File: src/rtl/psar_pkg.sv
// Shared opcodes, status codes, register indexes and controller/datapath types.
`default_nettype none
package psar_pkg;

    localparam logic [1:0] OP_AGE      = 2'd0;
    localparam logic [1:0] OP_TOUCH    = 2'd1;
    localparam logic [1:0] OP_ACTIVATE = 2'd2;
    localparam logic [1:0] OP_CLEAR    = 2'd3;

    localparam logic [2:0] ST_DONE   = 3'd0;
    localparam logic [2:0] ST_HIT    = 3'd1;
    localparam logic [2:0] ST_MISS   = 3'd2;
    localparam logic [2:0] ST_HELD   = 3'd3;
    localparam logic [2:0] ST_FREE   = 3'd4;
    localparam logic [2:0] ST_EVICT  = 3'd5;
    localparam logic [2:0] ST_REJECT = 3'd6;

    localparam logic CFG_ACTIVE_SLOTS    = 1'b0;
    localparam logic CFG_EVICT_THRESHOLD = 1'b1;

    localparam logic [4:0]  ACTIVE_SLOTS_RST    = 5'd16;
    localparam logic [15:0] EVICT_THRESHOLD_RST = 16'd100;

    typedef struct packed {
        logic load;    // latch the accepted beat, restart scan
        logic rd;      // read slot at scan index, advance
        logic finish;  // resolve op, do final write, load output register
    } t_ctl_cmd;

    typedef struct packed {
        logic n_zero;   // no slot in use
        logic rd_last;  // scan index is at the last slot in use
        logic out_busy; // output register holds a beat not taken this cycle
    } t_ctl_sts;

endpackage
`default_nettype wire

File: src/rtl/psar_ctrl.sv
// Sequencer for the slot table: accept, scan, drain, finish.
`default_nettype none
module psar_ctrl (
    input  wire logic                i_clk,
    input  wire logic                i_rst_n,
    input  wire logic                i_in_valid,
    output logic                     o_in_ready,
    input  wire logic [1:0]          i_opcode,
    output psar_pkg::t_ctl_cmd       o_cmd,
    input  wire psar_pkg::t_ctl_sts  i_sts
);
    import psar_pkg::*;

    typedef enum logic [1:0] {
        S_IDLE,
        S_SCAN,
        S_DRAIN,
        S_FINISH
    } t_state;

    t_state r_state;
    t_state n_state;

    always_comb begin
        n_state = r_state;
        case (r_state)
            S_IDLE: begin
                if (i_in_valid) begin
                    if (i_opcode == OP_CLEAR || i_sts.n_zero) begin
                        n_state = S_FINISH;
                    end else begin
                        n_state = S_SCAN;
                    end
                end
            end
            S_SCAN: begin
                if (i_sts.rd_last) begin
                    n_state = S_DRAIN;
                end
            end
            S_DRAIN: begin
                n_state = S_FINISH;
            end
            S_FINISH: begin
                if (!i_sts.out_busy) begin
                    n_state = S_IDLE;
                end
            end
            default: begin
                n_state = S_IDLE;
            end
        endcase
    end

    always_ff @(posedge i_clk) begin
        if (!i_rst_n) begin
            r_state <= S_IDLE;
        end else begin
            r_state <= n_state;
        end
    end

    assign o_in_ready   = (r_state == S_IDLE);
    assign o_cmd.load   = (r_state == S_IDLE) && i_in_valid;
    assign o_cmd.rd     = (r_state == S_SCAN);
    assign o_cmd.finish = (r_state == S_FINISH) && !i_sts.out_busy;

endmodule
`default_nettype wire

File: src/rtl/psar_dp.sv
// Slot table datapath: config, id/age memories, valid bits, scan trackers, output register.
`default_nettype none
module psar_dp #(
    parameter int SLOT_COUNT = 16,
    parameter int ID_BITS    = 16,
    parameter int AGE_BITS   = 16
) (
    input  wire logic                i_clk,
    input  wire logic                i_rst_n,
    input  wire logic                i_cfg_we,
    input  wire logic                i_cfg_idx,
    input  wire logic [15:0]         i_cfg_data,
    input  wire logic [1:0]          i_opcode,
    input  wire logic [15:0]         i_probe_id,
    input  wire psar_pkg::t_ctl_cmd  i_cmd,
    output psar_pkg::t_ctl_sts       o_sts,
    output logic                     o_out_valid,
    input  wire logic                i_out_ready,
    output logic [2:0]               o_status,
    output logic [3:0]               o_slot,
    output logic [15:0]              o_evicted_probe,
    output logic                     o_evicted_valid
);
    import psar_pkg::*;

    localparam int SW = (SLOT_COUNT > 1) ? $clog2(SLOT_COUNT) : 1;
    localparam int CW = $clog2(SLOT_COUNT + 1);
    localparam logic [CW+4:0] SLOTS_EXT = (CW+5)'(SLOT_COUNT);
    localparam logic [AGE_BITS-1:0] AGE_MAX = '1;

    // config
    logic [4:0]  r_active;
    logic [15:0] r_thresh;

    always_ff @(posedge i_clk) begin
        if (!i_rst_n) begin
            r_active <= ACTIVE_SLOTS_RST;
            r_thresh <= EVICT_THRESHOLD_RST;
        end else if (i_cfg_we) begin
            case (i_cfg_idx)
                CFG_ACTIVE_SLOTS:    r_active <= i_cfg_data[4:0];
                CFG_EVICT_THRESHOLD: r_thresh <= i_cfg_data;
                default:             r_active <= r_active;
            endcase
        end
    end

    // slots in use, clamped to the table size
    logic [CW+4:0] act_ext;
    logic [CW-1:0] n_use;
    assign act_ext = {{CW{1'b0}}, r_active};
    assign n_use   = (act_ext > SLOTS_EXT) ? CW'(SLOT_COUNT) : act_ext[CW-1:0];

    // latched beat
    logic [1:0]          r_op;
    logic [ID_BITS-1:0]  r_id;
    logic [ID_BITS+15:0] in_id_ext;
    assign in_id_ext = {{ID_BITS{1'b0}}, i_probe_id};

    always_ff @(posedge i_clk) begin
        if (i_cmd.load) begin
            r_op <= i_opcode;
            r_id <= in_id_ext[ID_BITS-1:0];
        end
    end

    // scan index
    logic [SW-1:0]    r_rd_idx;
    logic [SW+CW-1:0] rd_nxt;
    assign rd_nxt = (SW+CW)'(r_rd_idx) + (SW+CW)'(1);

    always_ff @(posedge i_clk) begin
        if (i_cmd.load) begin
            r_rd_idx <= '0;
        end else if (i_cmd.rd) begin
            r_rd_idx <= r_rd_idx + SW'(1);
        end
    end

    assign o_sts.n_zero  = (n_use == '0);
    assign o_sts.rd_last = (rd_nxt == (SW+CW)'(n_use));

    // memories
    logic [ID_BITS-1:0]  id_mem  [SLOT_COUNT];
    logic [AGE_BITS-1:0] age_mem [SLOT_COUNT];
    logic [ID_BITS-1:0]  r_id_q;
    logic [AGE_BITS-1:0] r_age_q;
    logic                id_we;
    logic [SW-1:0]       id_wa;
    logic                age_we;
    logic [SW-1:0]       age_wa;
    logic [AGE_BITS-1:0] age_wd;

    always_ff @(posedge i_clk) begin
        if (id_we) begin
            id_mem[id_wa] <= r_id;
        end
        if (i_cmd.rd) begin
            r_id_q <= id_mem[r_rd_idx];
        end
    end

    always_ff @(posedge i_clk) begin
        if (age_we) begin
            age_mem[age_wa] <= age_wd;
        end
        if (i_cmd.rd) begin
            r_age_q <= age_mem[r_rd_idx];
        end
    end

    // compare stage, in the cycle after the read
    logic          r_cmp_vld;
    logic [SW-1:0] r_cmp_idx;

    always_ff @(posedge i_clk) begin
        if (!i_rst_n) begin
            r_cmp_vld <= 1'b0;
        end else begin
            r_cmp_vld <= i_cmd.rd;
        end
        r_cmp_idx <= r_rd_idx;
    end

    logic [SLOT_COUNT-1:0] r_valid;
    logic                  cmp_slot_vld;
    logic                  cmp_match;
    assign cmp_slot_vld = r_valid[r_cmp_idx];
    assign cmp_match    = cmp_slot_vld && (r_id_q == r_id);

    // trackers
    logic                r_hit_fnd;
    logic [SW-1:0]       r_hit_idx;
    logic                r_free_fnd;
    logic [SW-1:0]       r_free_idx;
    logic                r_old_fnd;
    logic [SW-1:0]       r_old_idx;
    logic [AGE_BITS-1:0] r_old_age;
    logic [ID_BITS-1:0]  r_old_id;

    always_ff @(posedge i_clk) begin
        if (!i_rst_n || i_cmd.load) begin
            r_hit_fnd  <= 1'b0;
            r_free_fnd <= 1'b0;
            r_old_fnd  <= 1'b0;
        end else if (r_cmp_vld) begin
            if (cmp_match && !r_hit_fnd) begin
                r_hit_fnd <= 1'b1;
                r_hit_idx <= r_cmp_idx;
            end
            if (!cmp_slot_vld && !r_free_fnd) begin
                r_free_fnd <= 1'b1;
                r_free_idx <= r_cmp_idx;
            end
            // strict compare keeps the lowest index on ties
            if (cmp_slot_vld && (!r_old_fnd || r_age_q > r_old_age)) begin
                r_old_fnd <= 1'b1;
                r_old_idx <= r_cmp_idx;
                r_old_age <= r_age_q;
                r_old_id  <= r_id_q;
            end
        end
    end

    // resolve
    logic [2:0]           fin_status;
    logic [SW-1:0]        fin_slot;
    logic                 fin_ev;
    logic                 fin_place;
    logic                 fin_zero_age;
    logic [SW-1:0]        fin_tgt;
    logic [AGE_BITS+15:0] old_age_ext;
    logic [AGE_BITS+15:0] thresh_ext;
    assign old_age_ext = (AGE_BITS+16)'(r_old_age);
    assign thresh_ext  = (AGE_BITS+16)'(r_thresh);

    always_comb begin
        fin_status   = ST_DONE;
        fin_slot     = '0;
        fin_ev       = 1'b0;
        fin_place    = 1'b0;
        fin_zero_age = 1'b0;
        fin_tgt      = '0;
        case (r_op)
            OP_AGE: begin
                fin_status = ST_DONE;
            end
            OP_TOUCH: begin
                if (r_hit_fnd) begin
                    fin_status   = ST_HIT;
                    fin_slot     = r_hit_idx;
                    fin_zero_age = 1'b1;
                    fin_tgt      = r_hit_idx;
                end else begin
                    fin_status = ST_MISS;
                end
            end
            OP_ACTIVATE: begin
                if (r_hit_fnd) begin
                    fin_status = ST_HELD;
                    fin_slot   = r_hit_idx;
                end else if (r_free_fnd) begin
                    fin_status = ST_FREE;
                    fin_slot   = r_free_idx;
                    fin_place  = 1'b1;
                    fin_tgt    = r_free_idx;
                end else if (r_old_fnd && old_age_ext > thresh_ext) begin
                    fin_status = ST_EVICT;
                    fin_slot   = r_old_idx;
                    fin_ev     = 1'b1;
                    fin_place  = 1'b1;
                    fin_tgt    = r_old_idx;
                end else begin
                    fin_status = ST_REJECT;
                end
            end
            OP_CLEAR: begin
                fin_status = ST_DONE;
            end
            default: begin
                fin_status = ST_DONE;
            end
        endcase
    end

    // write port arbitration: age increments during an age scan, final write at finish
    always_comb begin
        id_we  = i_cmd.finish && fin_place;
        id_wa  = fin_tgt;
        age_we = 1'b0;
        age_wa = r_cmp_idx;
        age_wd = (r_age_q == AGE_MAX) ? r_age_q : r_age_q + AGE_BITS'(1);
        if (i_cmd.finish && (fin_place || fin_zero_age)) begin
            age_we = 1'b1;
            age_wa = fin_tgt;
            age_wd = '0;
        end else if (r_cmp_vld && r_op == OP_AGE && cmp_slot_vld) begin
            age_we = 1'b1;
        end
    end

    always_ff @(posedge i_clk) begin
        if (!i_rst_n) begin
            r_valid <= '0;
        end else if (i_cmd.finish && r_op == OP_CLEAR) begin
            r_valid <= '0;
        end else if (i_cmd.finish && fin_place) begin
            r_valid[fin_tgt] <= 1'b1;
        end
    end

    // output register
    logic                r_out_vld;
    logic [2:0]          r_out_status;
    logic [3:0]          r_out_slot;
    logic [15:0]         r_out_ev_id;
    logic                r_out_ev_vld;
    logic [SW+3:0]       slot_ext;
    logic [ID_BITS+15:0] ev_id_ext;
    assign slot_ext  = {4'b0000, fin_slot};
    assign ev_id_ext = {16'h0000, r_old_id};

    always_ff @(posedge i_clk) begin
        if (!i_rst_n) begin
            r_out_vld <= 1'b0;
        end else if (i_cmd.finish) begin
            r_out_vld <= 1'b1;
        end else if (i_out_ready) begin
            r_out_vld <= 1'b0;
        end
        if (i_cmd.finish) begin
            r_out_status <= fin_status;
            r_out_slot   <= slot_ext[3:0];
            r_out_ev_id  <= fin_ev ? ev_id_ext[15:0] : 16'h0000;
            r_out_ev_vld <= fin_ev;
        end
    end

    assign o_sts.out_busy  = r_out_vld && !i_out_ready;
    assign o_out_valid     = r_out_vld;
    assign o_status        = r_out_status;
    assign o_slot          = r_out_slot;
    assign o_evicted_probe = r_out_ev_id;
    assign o_evicted_valid = r_out_ev_vld;

`ifndef SYNTHESIS
    a_cmp_in_range: assert property (@(posedge i_clk) disable iff (!i_rst_n)
        r_cmp_vld |-> ((SW+CW)'(r_cmp_idx) < (SW+CW)'(n_use)))
        else $error("compare stage beyond slots in use");

    a_place_sets_valid: assert property (@(posedge i_clk) disable iff (!i_rst_n)
        (i_cmd.finish && fin_place) |=> r_valid[$past(fin_tgt)])
        else $error("placed slot not marked valid");

    a_evict_only_when_full: assert property (@(posedge i_clk) disable iff (!i_rst_n)
        (i_cmd.finish && fin_status == ST_EVICT) |-> (!r_free_fnd && !r_hit_fnd))
        else $error("eviction with a free slot or a held id");

    a_ev_flag_status: assert property (@(posedge i_clk) disable iff (!i_rst_n)
        (o_out_valid && o_evicted_valid) |-> (o_status == ST_EVICT))
        else $error("evicted flag on a non-evict beat");
`endif

endmodule
`default_nettype wire

File: src/rtl/probe_slot_age_replacement.sv
// One beat is handled at a time: the next is accepted only in idle, after the last one finished;
// clear, or any op with no slot in use, skips the scan.
// The scan reads one slot per cycle through the single read port of the id/age memories.
// The next beat is accepted while a result still waits in the output register.
// Reset (synchronous, active low): all slots empty, active_slots 16, threshold 100;
// no clearing pass, the table is usable right after reset.
`default_nettype none
module probe_slot_age_replacement #(
    parameter int SLOT_COUNT = 16,
    parameter int ID_BITS    = 16,
    parameter int AGE_BITS   = 16
) (
    input  wire logic        i_clk,
    input  wire logic        i_rst_n,
    input  wire logic        i_cfg_we,
    input  wire logic        i_cfg_idx,
    input  wire logic [15:0] i_cfg_data,
    input  wire logic        i_in_valid,
    output logic             o_in_ready,
    input  wire logic [1:0]  i_opcode,
    input  wire logic [15:0] i_probe_id,
    output logic             o_out_valid,
    input  wire logic        i_out_ready,
    output logic [2:0]       o_status,
    output logic [3:0]       o_slot,
    output logic [15:0]      o_evicted_probe,
    output logic             o_evicted_valid
);
    import psar_pkg::*;

    t_ctl_cmd cmd;
    t_ctl_sts sts;

    psar_ctrl u_ctrl (
        .i_clk      (i_clk),
        .i_rst_n    (i_rst_n),
        .i_in_valid (i_in_valid),
        .o_in_ready (o_in_ready),
        .i_opcode   (i_opcode),
        .o_cmd      (cmd),
        .i_sts      (sts)
    );

    psar_dp #(
        .SLOT_COUNT (SLOT_COUNT),
        .ID_BITS    (ID_BITS),
        .AGE_BITS   (AGE_BITS)
    ) u_dp (
        .i_clk           (i_clk),
        .i_rst_n         (i_rst_n),
        .i_cfg_we        (i_cfg_we),
        .i_cfg_idx       (i_cfg_idx),
        .i_cfg_data      (i_cfg_data),
        .i_opcode        (i_opcode),
        .i_probe_id      (i_probe_id),
        .i_cmd           (cmd),
        .o_sts           (sts),
        .o_out_valid     (o_out_valid),
        .i_out_ready     (i_out_ready),
        .o_status        (o_status),
        .o_slot          (o_slot),
        .o_evicted_probe (o_evicted_probe),
        .o_evicted_valid (o_evicted_valid)
    );

endmodule
`default_nettype wire

File: config.mk
export PLATFORM = sky130hd
export DESIGN_NAME = probe_slot_age_replacement
export DESIGN_NICKNAME = d
export VERILOG_FILES = /design/src/rtl/psar_pkg.sv /design/src/rtl/psar_ctrl.sv /design/src/rtl/psar_dp.sv /design/src/rtl/probe_slot_age_replacement.sv
export SDC_FILE = /design/constraint.sdc
export NUM_CORES = 1
export LEC_CHECK = 0
export BUFFER_PORTS_ARGS = -buffer_cell sky130_fd_sc_hd__buf_2
export CORE_UTILIZATION = 37
export DETAILED_ROUTE_END_ITERATION = 8
export PLACE_DENSITY = 0.58
export SYNTH_ARGS = -nofsm -noshare
export SYNTH_HDL_FRONTEND = slang
export SYNTH_SLANG_ARGS = --single-unit
File: constraint.sdc
create_clock -name i_clk -period 6.04 [get_ports i_clk]
set_clock_uncertainty 0.2 [all_clocks]
set_input_delay 0 -clock i_clk [delete_from_list [all_inputs] [get_ports i_clk]]
set_output_delay 0 -clock i_clk [all_outputs]
set_load 0.02 [all_outputs]
==> reports/metrics.yaml <==
yosys:
  synth.most_common_cell: "edfxtp_1"
  synth_common_cells: "630 x edfxtp_1, 164 x mux4_2, 64 x nor2_1"
  synthDistinctLibCells: 63
  ys_seq_elements: 682
  synth-edff-count: 630
  yosys_warnings: 0
  synth_area_leaders: "edfxtp_1 70%, mux4_2 14%, dfxtp_1 3.9%"
  netlist_area_sq_um: 26950
  ys.flop_type: "edfxtp_1"
  yosysTopAreaCellShare: 0.7019
  synth_nets: 1466
  ys_async_sr_fraction: 0
  syn_inst: 1384
  yosysTopAreaCell: "edfxtp_1"
  avgSynthCellArea_sq_um: 19.48
  yosysSeqAreaShare: 0.7405
final_layout:
  drive_gt1_frac: 0.2489
  instances_no_fill: 2593
  area_delta_synth_final_pct: 18.58
  num_antenna_cells: 0
  layout.nets: 1670
detailed_routing:
  antenna_left: 0
  via_count: 13650
  wl_per_cell_um: 23.94
  drt_iter0_drc: 1334
  firstDrtPassIters: 5
  avgViaCountPerCell: 5.266
  routed_wirelength_mm: 62.07
  drc: 0
min_path:
  holdPathStages: 4
  min_from: "i_out_ready"
  hold_path.class: "in -> reg"
power_and_ir_drop:
  pwr-share-clk: 0.352
  p_int_mw: 8.940
  p_switching_mw: 3.251
  switching_share: 0.2667
  power_frac_comb: 0.150
  peakVddDrop_v: 0.0002336
  p_total_mw: 12.19
  p_leak_nw: 10.26
  power.density_nw_per_um2: 381.4
  seqPwrFrac: 0.499
worst_setup_path:
  startpoint: "u_dp.r_old_age[15]"
  worstPathMaxFanout: 19
  reg2reg_from: "u_dp.r_old_age[15]"
  required_ns: 6.06
  end_kind: "flop"
  arrival_ns: 4.61
  critical_path_class: "reg -> reg"
  reg2reg_depth: 9
  startpoint_type: "flop"
cts:
  clockRootBuffer: "clkbuf_16"
  cts_max_level: 3
  cts_resized: 0
  postCtsSetupBuffers: 0
  ctsHoldBuffers: 106
  numCtsBuffers: 70
  clock_latency_ns: 0.63
  path_clk_slew_ns: 0.06
  cts_sinks: 682
  cts_tree: "yes"
  cts_max_path_buffers: 3
grt:
  grt_pass1_vias: 14100
  track_usage: 0.1711
  grt_first_pass_wirelength_mm: 93.03
  grt_antenna_before_repair: 1
  globalRoute.totalOverflow: 0
  grt_max_degree: 82
timing:
  setup_tns_ns: 0
  max_slew.worst_pin.slew_ns: 1.376
  hold_violations: 0
  setup_violations: 0
  rsz0062_at_grt: "no"
  fmaxAchievable_mhz: 217.9
  relSlewSlack: 0.07935
  period_share: 0.7599
  slew_violations: 0
  min_period_ns: 4.590
floorplan:
  die_height_um: 271.9
  core_sq_um: 71730
  start_util: 0.3758
  die_w_um: 271.9
  die_area_sq_um: 73930
  rows: 98
  ios: 66
place:
  place.gp.congestion: 0.8343
  dp_cells: 2360
  dp_hpwl_mm: 36.96
  io_buffers: 65
job:
  drv_cap: 0
outcome:
  status: "completed"
-- kinds of logic after synthesis --
logic type | count (synthesis) | share of synthesized area
AO/OA/AOI/OAI | 110 | 0.02855
AND/OR/NAND/NOR | 236 | 0.04401
adder cells (fa/ha/maj) | 42 | 0.01950
multiplexers | 175 | 0.1414
XOR/XNOR | 34 | 0.01105
buffers and inverters | 105 | 0.01504
flip-flops | 682 | 0.7405
-- critical path: stages, from the launching register on --
cell and delay, ns:
edfxtp_1 0.39, ha_1 0.34, nand4_1 0.20, nor4_2 0.43, a21oi_2 0.18, and3b_1 0.50, a31oi_4 0.34, nand3_1 0.37
mux2_2 0.50, nor2_2 0.72
-- power groups by stage --
| stage | combinational (mW) | clock (mW) | sequential [mW] |
|---|---|---|---|
| 2_1_floorplan | 1.21 | 0 | 5.99 |
| 3_3_place_gp | 1.77 | 0 | 6.17 |
| 3_5_place_dp | 1.80 | 0 | 6.18 |
| 4_1_cts | 1.85 | 4.37 | 6.09 |
| 5_1_grt | 1.97 | 4.54 | 6.12 |
| 6_report | 1.83 | 4.29 | 6.08 |
-- cell usage in the layout (no fill, tap or decap), types with 15 or more instances in the layout --
master and count:
nor2_1 33, o21a_1 20, clkbuf_16 70, edfxtp_1 630, nand3_1 19, buf_2 65
dfxtp_1 48, and3_1 21, clkinv_1 17, xor2_1 27, nor2_2 17, a21oi_1 21
mux4_2 164, buf_4 19, inv_1 45, nand2_1 59, ha_1 41, o21ai_0 15
dlygate4sd3_1 106
-- registers in the layout, summed over array words and instances, names as in the netlist, 5 cells and up --
name,count
u_dp.r_thresh,16
u_dp.r_id,16
u_dp.r_valid,16
u_dp.r_old_age,16
u_dp.o_evicted_probe,16
u_dp.r_old_id,16
u_dp.r_id_q,16
u_dp.id_mem,256
u_dp.r_active,5
u_dp.age_mem,256
u_dp.r_age_q,16
-- layout make-up --
class	count	area [sq um]
fillers	6071	39770
flip-flops and latches	682	19970
multi-input cells	597	6784
clock buffers	80	1789
repair buffers	192	1569
well taps	950	1189
clock inverters	47	494.2
inverters	45	168.9
-- worst paths after layout --
check	endpoint	slack [ns]
hold reg to reg	u_dp.r_valid[8]	0.27
setup / recovery	u_dp.age_mem[10][10]	1.45
hold / removal	u_dp.o_out_valid	0.06
setup reg to reg	u_dp.age_mem[10][10]	1.45
-- through the flow --
step / utilization / hold WS [ns] / setup WS [ns] / instance area, sq um
6_report: 0.4456 / 0.05957 / 1.450 / 31960
5_1_grt: 0.4456 / 0.08248 / 1.131 / 31960
4_1_cts: 0.4456 / 0.02591 / 1.361 / 31960
3_5_place_dp: 0.3990 / -0.02190 / 1.415 / 28620
3_3_place_gp: 0.3990 / -0.02210 / 1.464 / 28620
2_1_floorplan: - / -0.1011 / 1.740 / 26950
-- layer usage --
| layer | vias up | wire length, um | GRT usage |
|---|---|---|---|
| met3 | 82 | 3798 | 0.03394 |
| met2 | 413 | 30450 | 0.2802 |
| li1 | 5995 | - | - |
| met1 | 7162 | 26620 | 0.2317 |
| met4 | 2 | 1180 | 0.04967 |
| met5 | - | 13 | 0 |
Note: power is estimated with default switching activity, not from simulation.
